[src/hw/rtl/crc8fr_pkg.sv]
`timescale 1ns / 1ps

package crc8fr_pkg;

	localparam int MAX_PAYLOAD_DEF = 32;

	localparam int BYTE_W  = 8;
	localparam int EV_W    = 2;
	localparam int IDX_W   = 6;
	localparam int CNT_W   = 32;

	// result event codes
	localparam logic [EV_W-1:0] EV_PAYLOAD  = 2'd0;
	localparam logic [EV_W-1:0] EV_EMPTY    = 2'd1;
	localparam logic [EV_W-1:0] EV_BAD_CRC  = 2'd2;
	localparam logic [EV_W-1:0] EV_OVERRUN  = 2'd3;

	// configuration register indexes
	localparam int CFG_IDX_W = 1;
	localparam logic [CFG_IDX_W-1:0] CFG_SYNC = 1'd0;
	localparam logic [CFG_IDX_W-1:0] CFG_SEED = 1'd1;

	localparam logic [BYTE_W-1:0] CRC_POLY = 8'h07;
	localparam logic [BYTE_W-1:0] CRC_MSB  = 8'h80;

	// CRC-8, MSB first, one byte
	function automatic logic [BYTE_W-1:0] crc8_update(input logic [BYTE_W-1:0] crc,
		input logic [BYTE_W-1:0] b);
		logic [BYTE_W-1:0] v;
		v = crc ^ b;
		for (int k = 0; k < BYTE_W; k++) begin
			if ((v & CRC_MSB) != '0)
				v = {v[BYTE_W-2:0], 1'b0} ^ CRC_POLY;
			else
				v = {v[BYTE_W-2:0], 1'b0};
		end
		return v;
	endfunction

endpackage

[src/hw/rtl/crc8fr_rx_if.sv]
`timescale 1ns / 1ps

interface crc8fr_rx_if;
	logic                          valid;
	logic                          ready;
	logic [crc8fr_pkg::BYTE_W-1:0] rx_byte;

	modport source (output valid, output rx_byte, input ready);
	modport sink (input valid, input rx_byte, output ready);
endinterface

[src/hw/rtl/crc8fr_res_if.sv]
`timescale 1ns / 1ps

interface crc8fr_res_if;
	logic                          valid;
	logic                          ready;
	logic [crc8fr_pkg::EV_W-1:0]   event_res;
	logic [crc8fr_pkg::BYTE_W-1:0] frame_type;
	logic [crc8fr_pkg::BYTE_W-1:0] frame_len;
	logic [crc8fr_pkg::IDX_W-1:0]  byte_index;
	logic [crc8fr_pkg::BYTE_W-1:0] payload_byte;
	logic                          last;
	logic [crc8fr_pkg::CNT_W-1:0]  count_bytes;
	logic [crc8fr_pkg::CNT_W-1:0]  count_bad_sync;
	logic [crc8fr_pkg::CNT_W-1:0]  count_overruns;
	logic [crc8fr_pkg::CNT_W-1:0]  count_good;
	logic [crc8fr_pkg::CNT_W-1:0]  count_bad_crc;

	modport source (output valid, output event_res, output frame_type, output frame_len,
		output byte_index, output payload_byte, output last, output count_bytes,
		output count_bad_sync, output count_overruns, output count_good,
		output count_bad_crc, input ready);
	modport sink (input valid, input event_res, input frame_type, input frame_len,
		input byte_index, input payload_byte, input last, input count_bytes,
		input count_bad_sync, input count_overruns, input count_good,
		input count_bad_crc, output ready);
endinterface

[src/hw/rtl/crc8_frame_receiver.sv]
`timescale 1ns / 1ps

// CRC-8 framed packet receiver.
// rx carries one received byte per beat. res carries results: payload bytes
// of a good frame (last marks the final one), a good-empty-frame event, a
// bad-CRC event or a length-overrun event, each with a snapshot of the five
// counters taken after the causing byte is counted.
// cfg_we/cfg_idx/cfg_data write sync_byte (index 0) and crc_seed (index 1).
// Header and payload bytes are taken one per cycle and give no result; the
// CRC runs one byte per cycle alongside. An event result is in the output
// register in the cycle after its byte is taken. The payload bytes of a good
// frame are replayed from the payload RAM, each through a RAM read state
// and then an output load state; rx is held off during the replay.
// A length or CRC byte is taken only when the output register is free or
// being drained; while res is stalled outside a replay, other bytes keep
// flowing in.
// Reset returns to sync hunting and clears counters and configuration; the
// payload RAM is not cleared, only bytes written in the current frame are read.
module crc8_frame_receiver #(
	parameter int MAX_PAYLOAD = crc8fr_pkg::MAX_PAYLOAD_DEF
) (
	input  logic                                clk,
	input  logic                                arst_n,
	input  logic                                cfg_we,
	input  logic [crc8fr_pkg::CFG_IDX_W-1:0]    cfg_idx,
	input  logic [crc8fr_pkg::BYTE_W-1:0]       cfg_data,
	crc8fr_rx_if.sink                           rx,
	crc8fr_res_if.source                        res
);

	localparam int IW = (MAX_PAYLOAD > 1) ? $clog2(MAX_PAYLOAD) : 1;
	localparam int LW = $clog2(MAX_PAYLOAD + 1);

	localparam logic [2:0] PH_HUNT  = 3'd0;
	localparam logic [2:0] PH_TYPE  = 3'd1;
	localparam logic [2:0] PH_LEN   = 3'd2;
	localparam logic [2:0] PH_DATA  = 3'd3;
	localparam logic [2:0] PH_CHECK = 3'd4;
	localparam logic [2:0] PH_RD    = 3'd5;
	localparam logic [2:0] PH_OUT   = 3'd6;
	localparam logic [2:0] PH_SPARE = 3'd7;

	localparam int BW = crc8fr_pkg::BYTE_W;
	localparam int CW = crc8fr_pkg::CNT_W;

	logic [BW-1:0] sync_q, seed_q;
	logic [2:0]    phase_q;
	logic [BW-1:0] type_q, crc_q;
	logic [LW-1:0] len_q, fill_q;
	logic [IW-1:0] rd_idx_q;
	logic [CW-1:0] bytes_q, bad_sync_q, ovr_q, good_q, bad_crc_q;

	logic [BW-1:0] mem [MAX_PAYLOAD];
	logic [BW-1:0] rd_data_s1;

	logic          out_valid_q;
	logic [crc8fr_pkg::EV_W-1:0]  out_ev_q;
	logic [BW-1:0] out_type_q, out_len_q, out_data_q;
	logic [crc8fr_pkg::IDX_W-1:0] out_idx_q;
	logic          out_last_q;
	logic [CW-1:0] out_bytes_q, out_bad_sync_q, out_ovr_q, out_good_q, out_bad_crc_q;

	logic          out_free, in_rdy, accept;
	logic [BW-1:0] b, crc_nx;
	logic          is_hunt, sync_hit, len_ovr, crc_ok, good_full, evt_load, rep_load;
	logic          rep_last;
	logic [LW-1:0] fill_inc;
	logic [CW-1:0] bytes_nx, bad_sync_nx, ovr_nx, good_nx, bad_crc_nx;

	assign b        = rx.rx_byte;
	assign out_free = !out_valid_q || res.ready;
	assign in_rdy   = (phase_q != PH_RD) && (phase_q != PH_OUT) &&
		(((phase_q != PH_LEN) && (phase_q != PH_CHECK)) || out_free);
	assign accept   = rx.valid && in_rdy;
	assign rx.ready = in_rdy;

	assign is_hunt   = (phase_q == PH_HUNT) || (phase_q == PH_SPARE);
	assign sync_hit  = (b == sync_q);
	assign len_ovr   = (phase_q == PH_LEN) && (b > BW'(MAX_PAYLOAD));
	assign crc_ok    = (crc_q == b);
	assign good_full = (phase_q == PH_CHECK) && crc_ok && (len_q != '0);
	assign evt_load  = accept && (len_ovr || ((phase_q == PH_CHECK) && !good_full));
	assign rep_load  = (phase_q == PH_OUT) && out_free;
	assign rep_last  = ((LW'(rd_idx_q) + LW'(1)) == len_q);
	assign crc_nx    = crc8fr_pkg::crc8_update(crc_q, b);
	assign fill_inc  = fill_q + LW'(1);

	// counter values after the current byte is counted
	assign bytes_nx    = bytes_q + CW'(1);
	assign bad_sync_nx = bad_sync_q + CW'(is_hunt && !sync_hit);
	assign ovr_nx      = ovr_q + CW'(len_ovr);
	assign good_nx     = good_q + CW'((phase_q == PH_CHECK) && crc_ok);
	assign bad_crc_nx  = bad_crc_q + CW'((phase_q == PH_CHECK) && !crc_ok);

	always_ff @(posedge clk or negedge arst_n) begin
		if (!arst_n) begin
			sync_q <= '0;
			seed_q <= '0;
		end else if (cfg_we) begin
			case (cfg_idx)
				crc8fr_pkg::CFG_SYNC: sync_q <= cfg_data;
				crc8fr_pkg::CFG_SEED: seed_q <= cfg_data;
				default: ;
			endcase
		end
	end

	always_ff @(posedge clk or negedge arst_n) begin
		if (!arst_n) begin
			phase_q    <= PH_HUNT;
			type_q     <= '0;
			len_q      <= '0;
			fill_q     <= '0;
			crc_q      <= '0;
			rd_idx_q   <= '0;
			bytes_q    <= '0;
			bad_sync_q <= '0;
			ovr_q      <= '0;
			good_q     <= '0;
			bad_crc_q  <= '0;
		end else begin
			if (accept) begin
				bytes_q    <= bytes_nx;
				bad_sync_q <= bad_sync_nx;
				ovr_q      <= ovr_nx;
				good_q     <= good_nx;
				bad_crc_q  <= bad_crc_nx;
				case (phase_q)
					PH_TYPE: begin
						type_q  <= b;
						crc_q   <= crc_nx;
						phase_q <= PH_LEN;
					end
					PH_LEN: begin
						fill_q <= '0;
						if (len_ovr) begin
							phase_q <= PH_HUNT;
						end else begin
							len_q   <= b[LW-1:0];
							crc_q   <= crc_nx;
							phase_q <= (b == '0) ? PH_CHECK : PH_DATA;
						end
					end
					PH_DATA: begin
						crc_q  <= crc_nx;
						fill_q <= fill_inc;
						if (fill_inc >= len_q)
							phase_q <= PH_CHECK;
					end
					PH_CHECK: begin
						fill_q   <= '0;
						rd_idx_q <= '0;
						phase_q  <= good_full ? PH_RD : PH_HUNT;
					end
					default: begin
						if (sync_hit) begin
							crc_q   <= seed_q;
							phase_q <= PH_TYPE;
						end else begin
							phase_q <= PH_HUNT;
						end
					end
				endcase
			end else if (phase_q == PH_RD) begin
				phase_q <= PH_OUT;
			end else if (rep_load) begin
				if (rep_last) begin
					phase_q <= PH_HUNT;
				end else begin
					rd_idx_q <= rd_idx_q + IW'(1);
					phase_q  <= PH_RD;
				end
			end
		end
	end

	// payload RAM: written while filling, read only during replay
	always_ff @(posedge clk) begin
		if (accept && (phase_q == PH_DATA))
			mem[fill_q[IW-1:0]] <= b;
		if (phase_q == PH_RD)
			rd_data_s1 <= mem[rd_idx_q];
	end

	always_ff @(posedge clk or negedge arst_n) begin
		if (!arst_n)
			out_valid_q <= 1'b0;
		else if (evt_load || rep_load)
			out_valid_q <= 1'b1;
		else if (res.ready)
			out_valid_q <= 1'b0;
	end

	always_ff @(posedge clk) begin
		if (evt_load) begin
			out_ev_q       <= len_ovr ? crc8fr_pkg::EV_OVERRUN :
				(crc_ok ? crc8fr_pkg::EV_EMPTY : crc8fr_pkg::EV_BAD_CRC);
			out_type_q     <= len_ovr ? '0 : type_q;
			out_len_q      <= len_ovr ? b : BW'(len_q);
			out_idx_q      <= '0;
			out_data_q     <= '0;
			out_last_q     <= 1'b1;
			out_bytes_q    <= bytes_nx;
			out_bad_sync_q <= bad_sync_nx;
			out_ovr_q      <= ovr_nx;
			out_good_q     <= good_nx;
			out_bad_crc_q  <= bad_crc_nx;
		end else if (rep_load) begin
			out_ev_q       <= crc8fr_pkg::EV_PAYLOAD;
			out_type_q     <= type_q;
			out_len_q      <= BW'(len_q);
			out_idx_q      <= crc8fr_pkg::IDX_W'(rd_idx_q);
			out_data_q     <= rd_data_s1;
			out_last_q     <= rep_last;
			out_bytes_q    <= bytes_q;
			out_bad_sync_q <= bad_sync_q;
			out_ovr_q      <= ovr_q;
			out_good_q     <= good_q;
			out_bad_crc_q  <= bad_crc_q;
		end
	end

	assign res.valid          = out_valid_q;
	assign res.event_res      = out_ev_q;
	assign res.frame_type     = out_type_q;
	assign res.frame_len      = out_len_q;
	assign res.byte_index     = out_idx_q;
	assign res.payload_byte   = out_data_q;
	assign res.last           = out_last_q;
	assign res.count_bytes    = out_bytes_q;
	assign res.count_bad_sync = out_bad_sync_q;
	assign res.count_overruns = out_ovr_q;
	assign res.count_good     = out_good_q;
	assign res.count_bad_crc  = out_bad_crc_q;

endmodule

[src/flat_wrapper.sv]
// flat-port wrapper written by rule: the top's interface ports become plain ports
module crc8_frame_receiver_flat 
#(
	parameter int MAX_PAYLOAD = crc8fr_pkg::MAX_PAYLOAD_DEF
)
  (clk, arst_n, cfg_we, cfg_idx, cfg_data, rx_valid, rx_rx_byte, rx_ready, res_valid, res_event_res, res_frame_type, res_frame_len, res_byte_index, res_payload_byte, res_last, res_count_bytes, res_count_bad_sync, res_count_overruns, res_count_good, res_count_bad_crc, res_ready);
  crc8fr_rx_if rx_i ();
  crc8fr_res_if res_i ();
  input  logic clk;
  input  logic arst_n;
  input  logic cfg_we;
  input  logic [crc8fr_pkg::CFG_IDX_W-1:0] cfg_idx;
  input  logic [crc8fr_pkg::BYTE_W-1:0] cfg_data;
  input wire logic [$bits(rx_i.valid)-1:0] rx_valid;
  input wire logic [$bits(rx_i.rx_byte)-1:0] rx_rx_byte;
  output wire logic [$bits(rx_i.ready)-1:0] rx_ready;
  output wire logic [$bits(res_i.valid)-1:0] res_valid;
  output wire logic [$bits(res_i.event_res)-1:0] res_event_res;
  output wire logic [$bits(res_i.frame_type)-1:0] res_frame_type;
  output wire logic [$bits(res_i.frame_len)-1:0] res_frame_len;
  output wire logic [$bits(res_i.byte_index)-1:0] res_byte_index;
  output wire logic [$bits(res_i.payload_byte)-1:0] res_payload_byte;
  output wire logic [$bits(res_i.last)-1:0] res_last;
  output wire logic [$bits(res_i.count_bytes)-1:0] res_count_bytes;
  output wire logic [$bits(res_i.count_bad_sync)-1:0] res_count_bad_sync;
  output wire logic [$bits(res_i.count_overruns)-1:0] res_count_overruns;
  output wire logic [$bits(res_i.count_good)-1:0] res_count_good;
  output wire logic [$bits(res_i.count_bad_crc)-1:0] res_count_bad_crc;
  input wire logic [$bits(res_i.ready)-1:0] res_ready;
  assign rx_i.valid = rx_valid;
  assign rx_i.rx_byte = rx_rx_byte;
  assign rx_ready = rx_i.ready;
  assign res_valid = res_i.valid;
  assign res_event_res = res_i.event_res;
  assign res_frame_type = res_i.frame_type;
  assign res_frame_len = res_i.frame_len;
  assign res_byte_index = res_i.byte_index;
  assign res_payload_byte = res_i.payload_byte;
  assign res_last = res_i.last;
  assign res_count_bytes = res_i.count_bytes;
  assign res_count_bad_sync = res_i.count_bad_sync;
  assign res_count_overruns = res_i.count_overruns;
  assign res_count_good = res_i.count_good;
  assign res_count_bad_crc = res_i.count_bad_crc;
  assign res_i.ready = res_ready;
  crc8_frame_receiver #(.MAX_PAYLOAD(MAX_PAYLOAD)) u_core (.clk(clk), .arst_n(arst_n), .cfg_we(cfg_we), .cfg_idx(cfg_idx), .cfg_data(cfg_data), .rx(rx_i), .res(res_i));
endmodule
[config.mk]
export PLATFORM = sky130hd
export DESIGN_NAME = crc8_frame_receiver_flat
export DESIGN_NICKNAME = d
export VERILOG_FILES = /design/src/hw/rtl/crc8fr_pkg.sv /design/src/hw/rtl/crc8fr_rx_if.sv /design/src/hw/rtl/crc8fr_res_if.sv /design/src/hw/rtl/crc8_frame_receiver.sv /design/src/flat_wrapper.sv
export SDC_FILE = /design/constraint.sdc
export NUM_CORES = 1
export LEC_CHECK = 0
export ABC_CLOCK_PERIOD_IN_PS = 17500
export BUFFER_PORTS_ARGS = -buffer_cell sky130_fd_sc_hd__clkbuf_2
export CELL_PAD_IN_SITES_DETAIL_PLACEMENT = 2
export CELL_PAD_IN_SITES_GLOBAL_PLACEMENT = 2
export CORE_MARGIN = 2
export CORE_UTILIZATION = 45
export CTS_CLUSTER_DIAMETER = 80
export DETAILED_ROUTE_END_ITERATION = 16
export GPL_TIMING_DRIVEN = 0
export PLACE_DENSITY = 0.85
export SLEW_MARGIN = 20
export SYNTH_ARGS = -nofsm -noshare
export SYNTH_HDL_FRONTEND = slang
export SYNTH_SLANG_ARGS = --single-unit
export TNS_END_PERCENT = 50
[constraint.sdc]
create_clock -name clk -period 17.5 [get_ports clk]
set_clock_uncertainty 0.15 [all_clocks]
set_input_delay 0.875 -clock clk [delete_from_list [all_inputs] [get_ports clk]]
set_output_delay 0.875 -clock clk [all_outputs]
set_load 0.05 [all_outputs]
==> reports/metrics.cfg, run 1 <==
[outcome]
status=finished, final reports clean

[synth]
yosysWarnings=0
synth_seq_cells=669
yosysTopAreaCell=edfxtp_1
synth-edff-count=442
syn-num-nets=2140
synth.most_common_cell=edfxtp_1
synth_top_family_by_area=simple AND/OR/NAND/NOR gates
netlist_instances=2093
yosysSeqAreaShare=0.651
postSynth.asyncResetShare=0.318
yosysUniqueCellTypes=61
synth_compound_area_frac=0.0156
synth_area_leaders=edfxtp_1 46%, dfrtp_1 18%, xnor2_1 7.3%, mux4_2 6.2%, nand2_1 3.4%
synth_area_um2=29000
synth_top_area_frac=0.457
muxShareOfSynthArea=0.0792
synthAdderAreaFrac=0.0111
synthSimpleGateAreaFrac=0.120
synth_xor_area_frac=0.104
synth_common_cells=442 x edfxtp_1, 259 x nand2_1, 241 x xnor2_1
synthFlopType=edfxtp_1
postSynthAreaPerCell_um2=13.9

[die]
die-area_um2=66500
die_w_um=258
initial_core_util=0.453
fp.dieH_um=258
core_area_um2=64100
pin_count=217
rows=93

[flow_run]
cap_violations=0

[placed_design]
pre_cts_slack_ns=11.64
gp_congestion=0.822
dp.cells=3168
placed_cell_area_um2=31300
hpwl_mm=66.8
numPortBuffers=214

[global_route]
antenna_found_initial=6
first_global_vias=21900
grt_overflow=0
grt_usage=0.307
grt_max_degree=82
grt_first_pass_wirelength_mm=150

[route]
wire_per_inst_um=30.7
drtIter0Drc=1526
post-route-drc-count=0
firstDrtPassIters=6
dr_total_vias=19600
ant_nets=0
vias_per_cell=5.92
drt_wl_total_mm=101

[setup_path]
crit_top_cell=nand3_1
max_stage_delay_ns=0.72
worstSetupEndpointType=register
critPathKind=input port to register
cp-start-kind=input port
slowest_stage=nor3_1
required_ns=17.71
crit_path_cell_trace=clkbuf_2 -> clkbuf_1 -> xor2_1 -> inv_1 -> ha_1 -> nand3_1 -> nor3_1 -> nor2_1 -> ha_1 -> nand3_1 -> nor3_1 -> nand3_1 -> nor2_1 -> nand4_1 -> xnor2_1
crit_fanout=33
crit_arrival_ns=5.83

[layout]
area_delta_synth_final_pct=16.1
instances_no_fill=3303
layout.nets=2436
regArea_um2=18900
drive_gt1_frac=0.199
num-fill-cells=5937
design_area_um2=33700
multi_input_area_um2=9590

[cts]
h-tree-depth=3
cts_tree=built
cts_buffer_depth=3
cts_setup_buffers=0
cts-root-buf=clkbuf_16
clock_sinks=669
insertion_delay_ns=0.63
cts_buffers=73
path_clk_slew_ns=0.06

[timing]
rsz0062_at_grt=false
relSlewSlack=0.215
fin_crit_ns=5.61
fin_ws_ns=11.89
tns_ns=0
setup_viol=0
min_period_over_period=0.321
fmax_mhz=178
hold_violations=0
worstMarginPinSlew_ns=1.17
report.final.slew_viol_count=0

[worst_hold_path]
min_path_type=register to register

[pwr]
powerDensity_nw_per_um2=171
leakage_nw=12.8
ir_drop_uv=121
p_total_mw=5.75

worst max-delay path: cells and delay by family:
| family | cells | cell delay [ns] |
|---|---|---|
| adders and majority gates | 2 | 0.53 |
| and+or+nand+nor | 8 | 2.63 |
| buffers and inverters | 3 | 1.18 |
| xor gates and xnor gates | 2 | 0.58 |
power by group:
part	internal [mW]	leakage [nW]	switching (mW)	total (mW)
Sequential	2.02	7.09	0.183	2.20
Combinational	0.477	4.58	1.52	2.00
Clock	0.887	1.13	0.663	1.55
Total	3.38	12.8	2.37	5.75
cells in the final DEF, fill, tap and decap left out, drive strengths merged, types with 3 or more instances in the layout:
master and instances:
or2 3, xor2 101, or3 7, edfxtp 442, and4 9, bufinv 6
o21ai 25, o21a 3, nand2 259, mux2 44, nor3 62, dfrtp 213
nand2b 4, clkinv 24, nor2 116, or3b 3, buf 51, o22ai 3
a31oi 4, a21oi 23, nand3b 3, xnor2 241, inv 22, mux4 80
nor2b 13, clkbuf 378, nand4 75, dfxtp 14, and3 37, nand3 91
a21o 5, ha 25, clkinvlp 3, and2 22, nor4 11
sequential cells by signal, indices dropped and copies added (netlist names), 5 cells and up:
register and count:
u_core.res.frame_type 8, u_core.res.count_good 32, u_core.rd_data_s1 8, u_core.seed_q 8
u_core.sync_q 8, u_core.res.count_bad_crc 32, u_core.type_q 8, u_core.res.payload_byte 8
u_core.bytes_q 32, u_core.res.count_overruns 32, u_core.fill_q 6, u_core.crc_q 8
u_core.ovr_q 32, u_core.bad_crc_q 32, u_core.rd_idx_q 5, u_core.bad_sync_q 32
u_core.res.byte_index 5, u_core.mem 256, u_core.res.frame_len 8, u_core.res.count_bytes 32
u_core.good_q 32, u_core.len_q 6, u_core.res.count_bad_sync 32
cells by family (layout without fill, tap and decap cells):
logic type      Yosys count  in the layout
other cells               1              2
xor+xnor                343            343
simple gates            723            723
buf+inv                 131            485
mux                     124            124
compound gates           76             76
flops                   669            669
fa+ha+maj                26             26
final cells by class:
cell class,count,area share
Clock inverter,35,0.0101
Clock buffer,98,0.0588
Inverter,20,0.00223
Antenna cell,1,0.0000743
Sequential cell,669,0.561
Buffer,111,0.0145
Timing Repair Buffer,221,0.0370
Multi-Input combinational cell,1293,0.285
Tap cell,855,0.0318
repair_timing:
| action | in CTS | in global routing |
|---|---|---|
| resized for setup | 0 | 0 |
| hold endpoints to repair | 11 | 0 |
| setup endpoints to repair | 0 | 0 |
| hold buffers | 1 | 0 |
path summary, 6_finish.rpt:
path | start | end | slack (ns) | cells after the start
worst max-delay path | rx_rx_byte[5] | u_core.res.count_bad_crc[31] | 11.89 | 15
worst min-delay path | u_core.res.payload_byte[3] | u_core.res.payload_byte[3] | 0.32 | 2
worst max register to register | u_core.phase_q[2] | u_core.res.count_overruns[31] | 12.68 | 10
worst min register to register | u_core.res.payload_byte[3] | u_core.res.payload_byte[3] | 0.32 | 2
max in group asynchronous | arst_n | u_core.good_q[17] | 15.54 | 4
min in group asynchronous | arst_n | u_core.bad_sync_q[12] | 0.53 | 2
per-layer routing:
layer  vias to the layer above  part of all wire  global-route usage
li1                       8128                 -                   -
met1                     10300              0.38               0.370
met3                       276             0.059              0.0594
met2                       846              0.51               0.534
met5                         -           0.00039                   0
met4                         6             0.047               0.144
per-stage QoR:
stage,util,hold slack (ns)
6_report,0.525,0.318
5_1_grt,0.525,0.349
4_1_cts,0.525,0.323
3_5_place_dp,0.489,0.308
3_3_place_gp,0.486,0.294
2_1_floorplan,-,0.311
Power figures use the tool's default switching activity.
==> run 2, diff against run 1 <==
ABC_CLOCK_PERIOD_IN_PS = 5200   (was 17500)
CORE_UTILIZATION = 43   (was 45)
PLACE_DENSITY = 0.82   (was 0.85)
clock period = 5.2 ns   (was 17.5 ns; I/O delays follow)
==> run 2 against run 1 <==
Power rose to 3.3 times the previous value. Combinational power rose to 3.2 times the previous value. Sequential power rose to 3.3 times the previous value. Routed wire length fell by 10%. First-iteration DRC count fell by 8.1%. Worst hold slack got worse by 0.20 ns.
==> reports/metrics.cfg, run 2 (synthesis results as in run 1) <==
[route]
wl_met3_mm=4.10  ; was 5.94 mm
post-route-drc-count=0  ; unchanged
firstDrtPassIters=5  ; was 6
dr_wl_met2_mm=47.1  ; was 52.0 mm
wire_per_inst_um=27.3  ; was 30.7 um
top_layer=met5  ; unchanged
drt_wl_total_mm=91.0  ; was 101 mm
vias_per_cell=5.64  ; was 5.92
dr_total_vias=18800  ; was 19600
drtIter0Drc=1403  ; was 1526
wl_met1_mm=37.1  ; was 38.6 mm
ant_nets=0  ; unchanged

[pwr]
p_seq_frac=0.387  ; was 0.383
leakage_nw=12.8  ; about the same
p_total_mw=19.0  ; was 5.75 mW
powerDensity_nw_per_um2=563  ; was 171 nW/um2
ir_drop_uv=643  ; was 121 uV
pwr-share-comb=0.341  ; was 0.347
switching_share=0.404  ; was 0.411
switchingPower_mw=7.69  ; was 2.37 mW
power.internal_mw=11.3  ; was 3.38 mW
p_clk_frac=0.271  ; was 0.270

[layout]
largest_reg_flops=256  ; unchanged
layout.nets=2448  ; was 2436
diodes=0  ; was 1
final_cell_mix=442 x edfxtp_1, 258 x nand2_1, 241 x xnor2_1  ; unchanged
drive_gt1_frac=0.198  ; was 0.199
instances_no_fill=3331  ; was 3303
mostFrequentLayoutCell=edfxtp_1  ; unchanged
area_delta_synth_final_pct=16.4  ; was 16.1%

[die]
fp.dieH_um=264  ; was 258 um
pin_count=217  ; unchanged
rows=95  ; was 93
die-area_um2=69600  ; was 66500 um2
core_area_um2=67000  ; was 64100 um2
die_w_um=264  ; was 258 um
initial_core_util=0.433  ; was 0.453

[setup_path]
max_stage_delay_ns=0.65  ; was 0.72 ns
crit_fanout=33  ; unchanged
slowest_stage=a21boi_0  ; was nor3_1
cp-start-kind=input port  ; unchanged
critPathKind=input port to register  ; unchanged
required_ns=5.42  ; was 17.71 ns
crit_path_cell_trace=clkbuf_2 -> clkbuf_1 -> nor2_1 -> a21boi_0 -> ha_1 -> nand2_1 -> nor3_2 -> nand4_1 -> nor3_1 -> nand4_1 -> xnor2_1  ; was clkbuf_2 -> clkbuf_1 -> xor2_1 -> inv_1 -> ha_1 -> nand3_1 -> nor3_1 -> nor2_1 -> ha_1 -> nand3_1 -> nor3_1 -> nand3_1 -> nor2_1 -> nand4_1 -> xnor2_1
cpLargestDelayFamily=simple AND/OR/NAND/NOR gates  ; unchanged
crit_arrival_ns=5.02  ; was 5.83 ns
worstSetupEndpointType=register  ; unchanged
crit_top_cell=nand4_1  ; was nand3_1
cp.buffers_inverters=2  ; was 3

[global_route]
grt_first_pass_wirelength_mm=138  ; was 150 mm
antenna_found_initial=4  ; was 6
first_global_vias=21000  ; was 21900
grt_usage=0.264  ; was 0.307
grt_max_degree=92  ; was 82
grt_overflow=0  ; unchanged

[timing]
fin_crit_ns=4.80
fmax_mhz=208
worstMarginPinSlew_ns=1.18  ; was 1.17 ns
relSlewSlack=0.213  ; was 0.215
min_period_over_period=0.923
rsz0062_at_grt=false  ; unchanged
hold_violations=0  ; unchanged
report.final.slew_viol_count=0  ; unchanged
tns_ns=0  ; unchanged
setup_viol=0  ; unchanged

[cts]
clock_sinks=669  ; unchanged
holdBufCountCts=11  ; was 1
cts_buffer_depth=3  ; unchanged
cts_setup_buffers=0  ; unchanged
insertion_delay_ns=0.63  ; about the same
ctsResizeCount=0  ; unchanged
cts_tree=built  ; unchanged
h-tree-depth=3  ; unchanged
cts_buffers=75  ; was 73
cts-root-buf=clkbuf_16  ; unchanged
path_clk_slew_ns=0.07  ; was 0.06 ns

[placed_design]
gp_congestion=0.816  ; was 0.822
numPortBuffers=214  ; unchanged
dp.cells=3185  ; was 3168
hpwl_mm=62.0  ; was 66.8 mm

[outcome]
status=finished, final reports clean  ; unchanged

[worst_hold_path]
min_path_type=input port to asynchronous set/reset pin  ; was register to register

[flow_run]
cap_violations=0  ; unchanged

## run 2: cell types whose count changed in the layout (fill, tap and decap cells not counted), sizes merged
cell / change
diode: -1
inv: +2
bufinv: -2
clkinvlp: -2
clkbuf: +3
dlygate4sd3: +10
## run 2: tightest hold or removal path, stage by stage
cell and delay (ns):
dlygate4sd3_1 0.55, clkbuf_8 0.15, buf_16 0.33
## run 2: final cells by class
class	instances	area, um2
tap	873	1090
clock buffer	101	2030
fill	6408	33300
sequential	669	18900
clock inverter	33	305
inverter	20	75.1
buffer	111	488
multi-input combinational	1293	9590
timing repair buffer	231	1320
## run 2: power by group through the flow
stage          sequential [mW]  clock, mW  combinational [mW]
2_1_floorplan             9.49          0                2.25
3_3_place_gp              7.52          0                6.14
3_5_place_dp              7.47          0                6.44
4_1_cts                   7.38       5.24                6.52
5_1_grt                   7.45       5.43                6.81
6_report                  7.37       5.16                6.48
## run 2: metrics by stage
step	cell area, um2	utilization	hold slack [ns]	setup slack, ns
finish	33800	0.504	0.117	0.401
global route	33800	0.504	0.140	0.155
CTS	33800	0.504	0.132	0.564
detailed placement	31300	0.467	-0.0193	-0.0583
global placement	31200	0.465	0.295	-1.74
floorplan	29000	-	-0.186	0.782
## run 2: final timing paths
kind | startpoint | endpoint | slack (ns) | cells past startpoint
worst min register to register | u_core.res.byte_index[4] | u_core.res.byte_index[4] | 0.31 | 2
worst max register to register | u_core.phase_q[2] | u_core.res.count_overruns[31] | 0.55 | 10
worst max-delay path | rx_rx_byte[6] | u_core.res.count_overruns[31] | 0.40 | 11
worst min-delay path | arst_n | u_core.bytes_q[19] | 0.12 | 3
min in group clk | cfg_we | u_core.seed_q[0] | 0.13 | 3
max in group asynchronous | arst_n | u_core.bad_sync_q[9] | 3.62 | 3
## run 2: layer usage
| layer | GRT usage | vias up |
|---|---|---|
| li1 | - | 8160 |
| met2 | 0.463 | 504 |
| met4 | 0.0815 | 2 |
| met3 | 0.0419 | 174 |
| met5 | 0 | - |
| met1 | 0.337 | 9946 |
==> run 3, diff against run 2 <==
CORE_ASPECT_RATIO = 0.75   (was unset)
RECOVER_POWER = 100   (was unset)
==> run 3 against run 2 <==
The run now ends with capacitance limit, slew limit left. Combinational power grew 0.6%. Die area is essentially flat. Worst setup slack lost 0.16 ns. Count of clock-buffer cells in the layout shrank 7. Routed wire length grew 13%. Via count grew 4.6%. Sequential cell count is the same. Critical path type is now register to register. Critical endpoint unchanged.
==> reports/metrics.cfg, run 3 (synthesis results as in run 1) <==
[route]
firstDrtPassIters=5  ; unchanged
drtIter0Drc=1727  ; was 1403
dr_total_vias=19700  ; was 18800
vias_per_cell=5.90  ; was 5.64
wire_per_inst_um=30.8  ; was 27.3 um
post-route-drc-count=0  ; unchanged
ant_nets=0  ; unchanged
drt_wl_total_mm=103  ; was 91.0 mm

[timing]
fmax_mhz=202  ; was 208 MHz
tns_ns=0  ; unchanged
setup_viol=0  ; unchanged
min_period_over_period=0.954  ; was 0.923
rsz0062_at_grt=false  ; unchanged
fin_crit_ns=4.96  ; was 4.80 ns
hold_violations=0  ; unchanged
relSlewSlack=-2.02  ; was 0.213
worstMarginPinSlew_ns=4.52  ; was 1.18 ns
report.final.slew_viol_count=73  ; was 0
fin_ws_ns=0.239  ; was 0.401 ns

[global_route]
first_global_vias=22100  ; was 21000
grt_usage=0.297  ; was 0.264
grt_first_pass_wirelength_mm=153  ; was 138 mm
antenna_found_initial=6  ; was 4
grt_overflow=0  ; unchanged
grt_max_degree=85  ; was 92

[setup_path]
cpLargestDelayFamily=simple AND/OR/NAND/NOR gates  ; unchanged
cp-start-kind=register  ; was input port
crit_path_cell_trace=nand2b_1 -> nor2_1 -> a21boi_0 -> ha_1 -> nand2_1 -> nor3_2 -> nand4_1 -> nor3_1 -> nand4_1 -> xnor2_1  ; was clkbuf_2 -> clkbuf_1 -> nor2_1 -> a21boi_0 -> ha_1 -> nand2_1 -> nor3_2 -> nand4_1 -> nor3_1 -> nand4_1 -> xnor2_1
cp.buffers_inverters=0  ; was 2
required_ns=5.43  ; was 5.42 ns
crit_arrival_ns=5.19  ; was 5.02 ns
crit_fanout=10  ; was 33
critPathKind=register to register  ; was input port to register
worstSetupEndpointType=register  ; unchanged
max_stage_delay_ns=0.74  ; was 0.65 ns
slowest_stage=nor3_1  ; was a21boi_0
crit_top_cell=nand4_1  ; unchanged

[die]
core_area_um2=66800  ; was 67000 um2
die-area_um2=69600  ; about the same
fp.dieH_um=229  ; was 264 um
die_w_um=304  ; was 264 um
pin_count=217  ; unchanged
initial_core_util=0.434  ; was 0.433
rows=82  ; was 95

[worst_hold_path]
min_path_type=input port to register  ; was input port to asynchronous set/reset pin

[layout]
mostFrequentLayoutCell=edfxtp_1  ; unchanged
design_area_um2=33300  ; was 33800 um2
final_cell_mix=442 x edfxtp_1, 309 x clkbuf_1, 258 x nand2_1  ; was 442 x edfxtp_1, 258 x nand2_1, 241 x xnor2_1
regArea_um2=18900  ; unchanged
drive_gt1_frac=0.105  ; was 0.198
largest_reg_flops=256  ; unchanged
multi_input_area_um2=9590  ; unchanged
num-fill-cells=6396  ; was 6408
post-route-util=0.499  ; was 0.504
layout.nets=2440  ; was 2448
area_delta_synth_final_pct=14.9  ; was 16.4%

[placed_design]
hpwl_mm=66.9  ; was 62.0 mm
gp_congestion=0.824  ; was 0.816
numPortBuffers=214  ; unchanged
pre_cts_slack_ns=-0.291  ; was -0.0583 ns
placed_cell_area_um2=31300  ; about the same

[pwr]
leakage_nw=12.1  ; was 12.8 nW
ir_drop_uv=437  ; was 643 uV
powerDensity_nw_per_um2=570  ; was 563 nW/um2

[cts]
cts_buffer_depth=3  ; unchanged
clock_sinks=669  ; unchanged
h-tree-depth=3  ; unchanged
insertion_delay_ns=0.63  ; about the same
cts-root-buf=clkbuf_16  ; unchanged
cts_tree=built  ; unchanged
cts_setup_buffers=0  ; unchanged
cts_buffers=69  ; was 75
path_clk_slew_ns=0.07  ; about the same

[outcome]
status=finished with violations  ; was finished, final reports clean
violations=capacitance limit, slew limit

[flow_run]
cap_violations=1  ; was 0

run 3: cell types whose count changed in the layout (fill, tap and decap cells not counted), sizes merged:
| cell | before | now |
|---|---|---|
| buf | 51 | 23 |
| clkbuf | 381 | 401 |
| diode | 0 | 2 |
| inv | 24 | 22 |
| bufinv | 4 | 5 |
| clkinv | 24 | 25 |
| dlygate4sd3 | 11 | 10 |
run 3: timing repair:
item                                    CTS  global route
hold buffers                             10             0
endpoints found under the hold margin    89             0
resized for setup                         0             2
endpoints found under the setup margin    0             5
run 3: layer usage:
| metal | vias up | track usage | part of all wire |
|---|---|---|---|
| met5 | - | 0 | 0.00067 |
| met4 | 12 | 0.106 | 0.037 |
| met3 | 255 | 0.0540 | 0.058 |
| met2 | 783 | 0.490 | 0.49 |
| met1 | 10500 | 0.396 | 0.42 |
| li1 | 8140 | - | - |
run 3: worst paths after layout:
path	slack, ns	end	from	cells past startpoint
setup / recovery	0.24	u_core.res.count_overruns[31]	u_core.phase_q[2]	10
hold / removal	0.12	u_core.seed_q[1]	cfg_we	3
setup reg to reg	0.24	u_core.res.count_overruns[31]	u_core.phase_q[2]	10
hold reg to reg	0.32	u_core.res.payload_byte[2]	u_core.res.payload_byte[2]	2
max in group asynchronous	0.68	u_core.rd_idx_q[2]	arst_n	2
min in group asynchronous	1.65	u_core.bad_crc_q[21]	arst_n	2
run 3: worst min-delay path, delay by kind of cell:
family / cells / cell delay (ns)
buf+inv: 1 / 0.09
mux: 1 / 0.22
simple gates: 1 / 0.29
run 3: power breakdown:
part / switching [mW] / leakage [nW] / total (mW) / internal (mW)
Combinational: 5.14 / 3.89 / 6.52 / 1.38
Sequential: 0.597 / 7.09 / 7.40 / 6.80
Clock: 2.23 / 1.09 / 5.08 / 2.84
run 3: area by class of cell:
cell class | count | area share
flip-flops and latches | 669 | 0.566
multi-input cells | 1293 | 0.288
clock buffers | 94 | 0.0574
well taps | 882 | 0.0331
repair buffers | 229 | 0.0309
plain buffers | 111 | 0.0128
clock inverters | 33 | 0.00927
inverters | 20 | 0.00225
diodes | 2 | 0.000150
run 3: per-stage QoR:
| step | std cells | power (mW) | hold slack, ns |
|---|---|---|---|
| after detailed placement | 3194 | 14.1 | 0.193 |
| after global placement | 3189 | 13.8 | 0.301 |
| after floorplan | 2093 | 11.7 | -0.186 |
| after global routing | 3331 | 19.6 | 0.130 |
| final | 3333 | 19.0 | 0.121 |
| after CTS | 3331 | 19.2 | 0.0819 |
